<file path="config.mk">
export PLATFORM = sky130hd
export DESIGN_NAME = ert_ctrl
export DESIGN_NICKNAME = d
export VERILOG_FILES = /design/src/design/epoch_reclaim_tracker_top_macros.svh /design/src/design/ert_pkg.sv /design/src/design/ert_ctrl.sv
export SDC_FILE = /design/constraint.sdc
export NUM_CORES = 1
export LEC_CHECK = 0
export ABC_AREA = 1
export BUFFER_PORTS_ARGS = -buffer_cell sky130_fd_sc_hd__buf_4
export CORE_ASPECT_RATIO = 1.1
export CORE_MARGIN = 1.5
export CORE_UTILIZATION = 38
export DETAILED_ROUTE_END_ITERATION = 10
export HOLD_SLACK_MARGIN = 0.1
export PLACE_DENSITY = 0.74
export SETUP_SLACK_MARGIN = 0.15
export SYNTH_ARGS = -nofsm -noshare
export SYNTH_HDL_FRONTEND = slang
export SYNTH_SLANG_ARGS = --single-unit
</file>
<file path="constraint.sdc">
create_clock -name clk -period 2.2 [get_ports clk]
set_input_delay 0.11 -clock clk [delete_from_list [all_inputs] [get_ports clk]]
set_output_delay 0.11 -clock clk [all_outputs]
set_load 0.02 [all_outputs]
</file>
<file path="src/design/epoch_reclaim_tracker_top_macros.svh">
// Assertion macros for the epoch reclaim tracker.
// Included by the top level only; no dependencies.
`ifndef EPOCH_RECLAIM_TRACKER_TOP_MACROS_SVH
`define EPOCH_RECLAIM_TRACKER_TOP_MACROS_SVH
`define ERT_ASSERT_IMPL(label, clk, rst_n, a, c, msg) \
	label: assert property (@(posedge clk) disable iff (!rst_n) (a) |-> (c)) else $error(msg);
`define ERT_ASSERT_NEXT(label, clk, rst_n, a, c, msg) \
	label: assert property (@(posedge clk) disable iff (!rst_n) (a) |=> (c)) else $error(msg);
`endif

</file>
<file path="src/design/ert_pkg.sv">
// Shared types and codes for the epoch reclaim tracker.
// No dependencies.
package ert_pkg;
	localparam logic [1:0] ACT_ENTER  = 2'd0;
	localparam logic [1:0] ACT_EXIT   = 2'd1;
	localparam logic [1:0] ACT_RETIRE = 2'd2;
	localparam logic [1:0] ST_OK      = 2'd0;
	localparam logic [1:0] ST_NULL    = 2'd1;
	localparam logic [1:0] ST_FULL    = 2'd2;
	localparam logic [1:0] ST_UNDER   = 2'd3;

	typedef struct packed {
		logic [1:0]  action;
		logic [2:0]  cpu;
		logic [31:0] ref_handle;
		logic [31:0] free_routine;
	} req_t;

	typedef struct packed {
		logic        kind;
		logic [31:0] freed_handle;
		logic [31:0] freed_routine;
		logic [1:0]  status;
		logic [4:0]  live_count;
		logic [4:0]  peak_count;
		logic        last;
	} rsp_t;

	// controller -> datapath
	typedef struct packed {
		logic load;      // capture request
		logic upd;       // apply enter/exit update
		logic scan_clr;  // start safe-epoch scan
		logic scan_step; // fold one cpu into safe
		logic slot_clr;  // restart slot index
		logic slot_rd;   // issue slot read
		logic free_slot; // release current slot, emit freed item
		logic store;     // store retire in first free slot
		logic done_emit; // emit completion
	} cmd_t;

	// datapath -> controller
	typedef struct packed {
		logic [1:0] action;
		logic       null_ret;
		logic       outer_exit;
		logic       scan_end;
		logic       slot_end;
		logic       slot_hit;
	} sts_t;
endpackage

</file>
<file path="src/design/ert_ctrl.sv">
// Controller FSM: sequences enter/exit, safe-epoch scan, reclaim and retire store.
// Depends on ert_pkg.
module ert_ctrl (
	input  logic          clk,
	input  logic          arst_n,
	input  logic          in_valid,
	output logic          in_ready,
	input  logic          out_busy,
	input  ert_pkg::sts_t sts,
	output ert_pkg::cmd_t cmd
);
	typedef enum logic [7:0] {
		S_IDLE = 8'b0000_0001,
		S_UPD  = 8'b0000_0010,
		S_SCAN = 8'b0000_0100,
		S_RD   = 8'b0000_1000,
		S_CHK  = 8'b0001_0000,
		S_SRD  = 8'b0010_0000,
		S_SCHK = 8'b0100_0000,
		S_DONE = 8'b1000_0000
	} state_t;
	state_t state_q, nxt;

	always_comb begin
		nxt = state_q;
		cmd = '0;
		in_ready = 1'b0;
		case (state_q)
			S_IDLE: begin
				in_ready = 1'b1;
				if (in_valid) begin
					cmd.load = 1'b1;
					nxt = S_UPD;
				end
			end
			S_UPD: begin
				cmd.upd = 1'b1;
				cmd.scan_clr = 1'b1;
				if ((sts.action == ert_pkg::ACT_EXIT && sts.outer_exit) ||
				    (sts.action == ert_pkg::ACT_RETIRE && !sts.null_ret))
					nxt = S_SCAN;
				else
					nxt = S_DONE;
			end
			S_SCAN: begin
				cmd.scan_step = 1'b1;
				if (sts.scan_end) begin
					cmd.slot_clr = 1'b1;
					nxt = S_RD;
				end
			end
			S_RD: begin
				if (sts.slot_end) begin
					cmd.slot_clr = 1'b1;
					nxt = (sts.action == ert_pkg::ACT_RETIRE) ? S_SRD : S_DONE;
				end else begin
					cmd.slot_rd = 1'b1;
					nxt = S_CHK;
				end
			end
			S_CHK: begin
				if (sts.slot_hit) begin
					if (!out_busy) begin
						cmd.free_slot = 1'b1;
						nxt = S_RD;
					end
				end else begin
					nxt = S_RD;
				end
			end
			S_SRD: begin
				cmd.store = 1'b1;
				nxt = S_DONE;
			end
			S_DONE: begin
				if (!out_busy) begin
					cmd.done_emit = 1'b1;
					nxt = S_IDLE;
				end
			end
			default: nxt = S_IDLE;
		endcase
	end

	always_ff @(posedge clk or negedge arst_n) begin
		if (!arst_n) state_q <= S_IDLE;
		else state_q <= nxt;
	end
endmodule

</file>
==> results.cfg, run 1 <==
[worst_setup_path]
r2r_cells = 7
worstPathCellList = inv_2 > nand2_2 > nor2_4 > nand2_1 > or2_1 > inv_1 > buf_4
critPathCaptureType = output port
r2r_start = state_q[0]
start_kind = flip-flop
worstSetupPathType = reg2out
crit_family = simple AND/OR/NAND/NOR gates
worstReg2RegEnd = state_q[4]
slowest_stage = dfrtp_1
crit_arrival_ns = 1.53
cp_slowest_stage_delay_ns = 0.44
rrSetupSlack_ns = 0.92
worstPathMaxFanout = 5
critPathBufInv = 3
critPathRequiredTime_ns = 2.09

[placement]
place_area_sq_um = 711
portBuffers = 20
place_hpwl_um = 1130
globalplace.congestion = 0.821

[die]
die_y_um = 43.1
start_util_pct = 40.7
fp.dieW_um = 39.5
ios = 21
coreArea_sq_um = 1370
die_area_sq_um = 1700
num_rows = 14

[grt]
grt_antenna_before_repair = 0
grt_pass1_wl_um = 2460
grt_pass1_vias = 606
grt_max_degree = 8
grtUsageTotal_pct = 20.9
global_route.overflow_total = 0

[logic_synthesis]
ys_warn_count = 0
synth_top_area_share_pct = 27.0
syn_area_per_cell_sq_um = 6.31
synth_area_leaders = dfrtp_1, nand2_1, nor2_1, inv_1, nand3_1
yosysTopAreaCell = dfrtp_1
yosys.cell_types.count = 20
synth-compound-area-share_pct = 2.70
synthSimpleGateAreaFrac_pct = 52.7
syn-cell-area_sq_um = 556
synthMuxAreaShare_pct = 0
synthCells = 88
synthXorXnorAreaFrac_pct = 0
synth_fa_ha_area_share_pct = 0
synth_seq_cells = 7
synth_top_family_by_area = simple AND/OR/NAND/NOR gates
synth_fp_nets = 99
synth_seq_area_share_pct = 31.8

[sta]
finalSetupTns_ns = 0
min_period_over_period_pct = 74.4
finalSetupViolCount = 0
slew_headroom_pct = 83.7
rsz0062_at_grt = false
period_minus_slack_ns = 1.64
worst_pin_slew_ns = 0.242
fmax_mhz = 611
report.final.slew_viol_count = 0
finalHoldViolCount = 0
finalClockSkew_ns = 0.00966

[clock_tree]
cts-buffers-inserted = 3
cts.sinks = 7
worst_skew_pair.late_latency_ns = 0.26
cts_tree = yes
cts-root-buf = clkbuf_4
htree_levels = 1
clock_path_buffers = 2
cts.reportedPaths.clkPinSlew_ns = 0.05

[cells_and_area]
multi_input_area_sq_um = 308
nets = 123
largest_reg_flops = 7
n_antenna_cell = 0
drive_above_1_share_pct = 36.9
area_growth_pct = 34.5
regArea_sq_um = 176
fin_area_sq_um = 747
largest_register = state_q
top_regs = state_q (7)
fillers = 147

[power]
power-per-cell-area_nw_per_um2 = 885
leakage_uw = 0.000441
ir_drop_mv = 0.398

[job]
maxCapViolCount = 0

[outcome]
outcome = finished clean

[drt]
via_per_inst = 4.81
vias = 611
drc = 0
drtPass1Iterations = 4
drt-initial-drc-count = 20
drtAntennaViolNets = 0
wl_per_cell_um = 10.8
wirelength_um = 1370

[min_path]
holdPathEnd = state_q[1]
hp-start = in_valid
min_path_cells = 3
min_path_type = in2reg
-- where the power goes --
group	switching (uW)	internal [uW]	leakage, uW
clock	57.0	69.8	0.0000150
combinational	220	127	0.000333
sequential	26.0	162	0.0000931
total	303	359	0.000441
-- tightest hold or removal path, cell delays in order --
cell	delay, ns
buf_4	0.07
inv_1	0.05
nor2_1	0.10
-- stage by stage --
stage	total power [uW]	utilization [%]	hold WS [ns]	std cells	worst slack (ns)
2_1_floorplan	432	-	-0.186	88	0.797
3_3_place_gp	527	52.0	-0.0655	122	0.882
3_5_place_dp	535	52.0	-0.0637	122	0.858
4_1_cts	662	54.7	0.118	127	0.577
5_1_grt	720	54.7	0.145	127	0.462
6_report	661	54.7	0.117	127	0.563
-- worst max path at each step --
stage / startpoint / endpoint / slack, ns / depth (start not counted)
5_1_grt: state_q[5] / cmd[3] / 0.46 / 7
3_5_place_dp: state_q[4] / cmd[3] / 0.86 / 7
2_1_floorplan: state_q[2] / cmd[0] / 0.80 / 3
3_3_place_gp: state_q[4] / cmd[3] / 0.88 / 7
6_report: state_q[4] / cmd[3] / 0.56 / 7
4_1_cts: state_q[5] / cmd[3] / 0.58 / 7
-- cell type report --
class | instances | share of cell area [%]
inverter | 15 | 7.54
sequential | 7 | 23.6
tap | 16 | 2.68
clock buffer | 4 | 3.52
timing repair buffer | 21 | 21.4
multi-input combinational | 64 | 41.2
-- synthesized netlist by cell type (all sizes together) --
master and number:
a21oi 1, nand2 27, nand3 7, buf 2, dfrtp 6, nor3 2
or2 1, inv 15, o21ai 2, nand4 1, dfstp 1, nor2 22
nor4 1
-- cell families (layout without fill, tap and decap cells) --
kind of cell,after synthesis,after routing
compound gates,3,3
flops,7,7
simple gates,61,61
buf+inv,17,40
-- per-layer routing --
metal	up-vias	GRT usage, %	wire length (um)	part of all wire [%]
li1	310	-	-	-
met1	281	25.4	593	43
met2	18	36.1	715	52
met3	2	3.14	48	3.5
met4	0	6.21	13	0.95
met5	-	0	0	0
-- timing repair --
item                                   4_1_cts  5_1_grt
resized for setup                            0        0
endpoints found under the hold margin        7        0
setup buffers                                0        0
hold buffers                                 1        0
-- layout by cell type (no fill, tap or decap) --
master	netlist	final
o21ai_1	1	1
nor2_4	2	2
nand2_1	23	23
dfstp_2	1	1
dfrtp_1	6	6
o21ai_0	1	1
nor4_1	1	1
nand4_1	1	1
buf_4	2	20
nand3_1	6	6
inv_1	10	10
nor3_1	1	1
or2_1	1	1
nand3_2	1	1
clkbuf_1	0	1
nor2_2	4	4
a21oi_1	1	1
nor3_2	1	1
inv_2	5	5
dlygate4sd3_1	0	1
clkbuf_4	0	3
nor2_1	16	16
nand2_2	4	4
(Power assumes the default switching activity.)
==> inputs of run 2 (changes only) <==
Settings changed: PLACE_DENSITY 0.74 to 0.77.
Clock period 2.2 ns to 1.4 ns, I/O delays scaled along.
==> run 2 against run 1 <==
Net effect:
- sequential power is 69% higher
- clock power is 48% higher
- worst hold slack got worse by 0.010 ns
- the run now ends with negative setup slack left
- register-to-register slack lost 1.0 ns
- utilization increased by 22 points
- critical path depth is 1 higher
- first-iteration DRC count is 20% higher
- critical path type unchanged
- largest cell class unchanged
- non-clock buffer count increased by 21
==> results.cfg, run 2 (synthesis gave the netlist of run 1 again) <==
[outcome]
outcome = complete, but fails checks
violations = negative setup slack

[clock_tree]
worst_skew_pair.late_latency_ns = 0.26
cts.reportedPaths.clkPinSlew_ns = 0.06
cts_tree = yes
cts-buffers-inserted = 3
cts-root-buf = clkbuf_4
cts.sinks = 7
htree_levels = 1
clock_path_buffers = 2

[sta]
worst_pin_slew_ns = 0.220
min_period_over_period_pct = 109
whs_ns = 0.106
period_minus_slack_ns = 1.53
report.final.slew_viol_count = 0
finalHoldViolCount = 0
finalClockSkew_ns = 0.0105
finalSetupTns_ns = -0.747
fmax_mhz = 654
finalSetupViolCount = 10
worst_slack_ns = -0.128
slew_headroom_pct = 85.2
rsz0062_at_grt = true

[drt]
wirelength_um = 1890
met3WireLength_um = 103
drc = 0
wl_per_cell_um = 12.8
drt-initial-drc-count = 24
via_per_inst = 4.93
topRoutingLayerUsed = met4
drt-met1-wl_um = 704
drtPass1Iterations = 4
dr_wl_met2_um = 1030
vias = 730
drtAntennaViolNets = 0

[grt]
grt_antenna_before_repair = 0
grt_pass1_vias = 633
global_route.overflow_total = 0
grtUsageTotal_pct = 22.2
grt_pass1_wl_um = 2550
grt_max_degree = 8

[worst_setup_path]
critPathRequiredTime_ns = 1.33
critPathCaptureType = output port
crit_arrival_ns = 1.46
start_kind = flip-flop
worstSetupPathType = reg2out
worstPathMaxFanout = 4

[power]
leakage_uw = 0.000560
p_sw_uw = 708
pwr-share-clk_pct = 12.2
power-per-cell-area_nw_per_um2 = 1480
ir_drop_mv = 0.897
p_int_uw = 838
p_seq_share_pct = 20.6
switching_share_pct = 45.8
power_frac_comb_pct = 67.3

[placement]
place_hpwl_um = 1100
portBuffers = 20
globalplace.congestion = 0.868

[die]
coreArea_sq_um = 1370
start_util_pct = 40.7
die_y_um = 43.1
fp.dieW_um = 39.5
ios = 21
die_area_sq_um = 1700
num_rows = 14

[cells_and_area]
nets = 144
drive_above_1_share_pct = 61.4
largest_reg_flops = 7
area_growth_pct = 88.7
n_antenna_cell = 0
top_regs = state_q (7)
largest_register = state_q
layout_common_cells = buf_4, nand2_1, nor2_1
layout_commonest_cell = buf_4

[job]
maxCapViolCount = 0

[min_path]
min_path_type = in2reg
run 2: changes by cell type in the layout (fill, tap and decap cells not counted), moves of 4 or more:
| cell | delta |
|---|---|
| buf_4 | +10 |
| buf_6 | +8 |
| nand2_1 | -6 |
| nor2_1 | -6 |
| inv_1 | -4 |
| inv_2 | +4 |
| nor2_4 | +4 |
run 2: metal layers:
layer	GRT usage (%)	vias to the layer above
li1	-	353
met1	24.4	335
met2	39.3	33
met3	3.14	9
met4	10.3	0
met5	0	-
run 2: final timing paths:
check                            from          to  slack, ns  cells past startpoint
min reg2reg                state_q[4]  state_q[4]       0.66                      3
min in group asynchronous      arst_n  state_q[4]       0.15                      2
max reg2reg                state_q[0]  state_q[0]      -0.10                      9
min                            sts[5]  state_q[5]       0.11                      4
max in group asynchronous      arst_n  state_q[0]       1.04                      2
max                        state_q[1]      cmd[8]      -0.13                      8
run 2: stage by stage:
stage | total power (uW) | setup slack, ns | area, sq um | cells | utilization (%)
floorplan | 684 | 0.143 | 562 | 88 | -
global placement | 827 | 0.0991 | 717 | 122 | 52.5
detailed placement | 850 | 0.0925 | 717 | 122 | 52.5
CTS | 1220 | -0.159 | 890 | 138 | 65.1
global route | 1630 | -0.190 | 1050 | 148 | 76.7
finish | 1550 | -0.128 | 1050 | 148 | 76.7
run 2: area by class of cell:
| type | count | area (sq um) |
|---|---|---|
| flip-flops and latches | 7 | 176 |
| inverters | 15 | 56.3 |
| clock inverters | 1 | 5.00 |
| repair buffers | 42 | 355 |
| well taps | 16 | 20.0 |
| multi-input cells | 64 | 413 |
| clock buffers | 3 | 22.5 |
| fillers | 97 | 318 |
run 2: worst max-delay path, stage by stage (launching register included):
cell     delay, ns
dfrtp_1       0.40
inv_2         0.07
buf_4         0.10
buf_6         0.10
nand2_4       0.05
nor2_4        0.10
nand2_2       0.10
nor2_2        0.14
buf_6         0.12
run 2: power by group through the flow:
stage               sequential, uW  clock, uW  combinational (uW)
floorplan                      290          0                 395
global route                   324        198                1100
detailed placement             297          0                 553
global placement               294          0                 533
finish                         318        188                1040
CTS                            294        189                 740
run 2: what timing repair did:
action | 4_1_cts | 5_1_grt
setup buffers | 9 | 9
pin swaps | 10 | 10
hold endpoints to repair | 9 | 1
hold buffers | 3 | 1
endpoints found under the setup margin | 11 | 15
resized for setup | 13 | 24
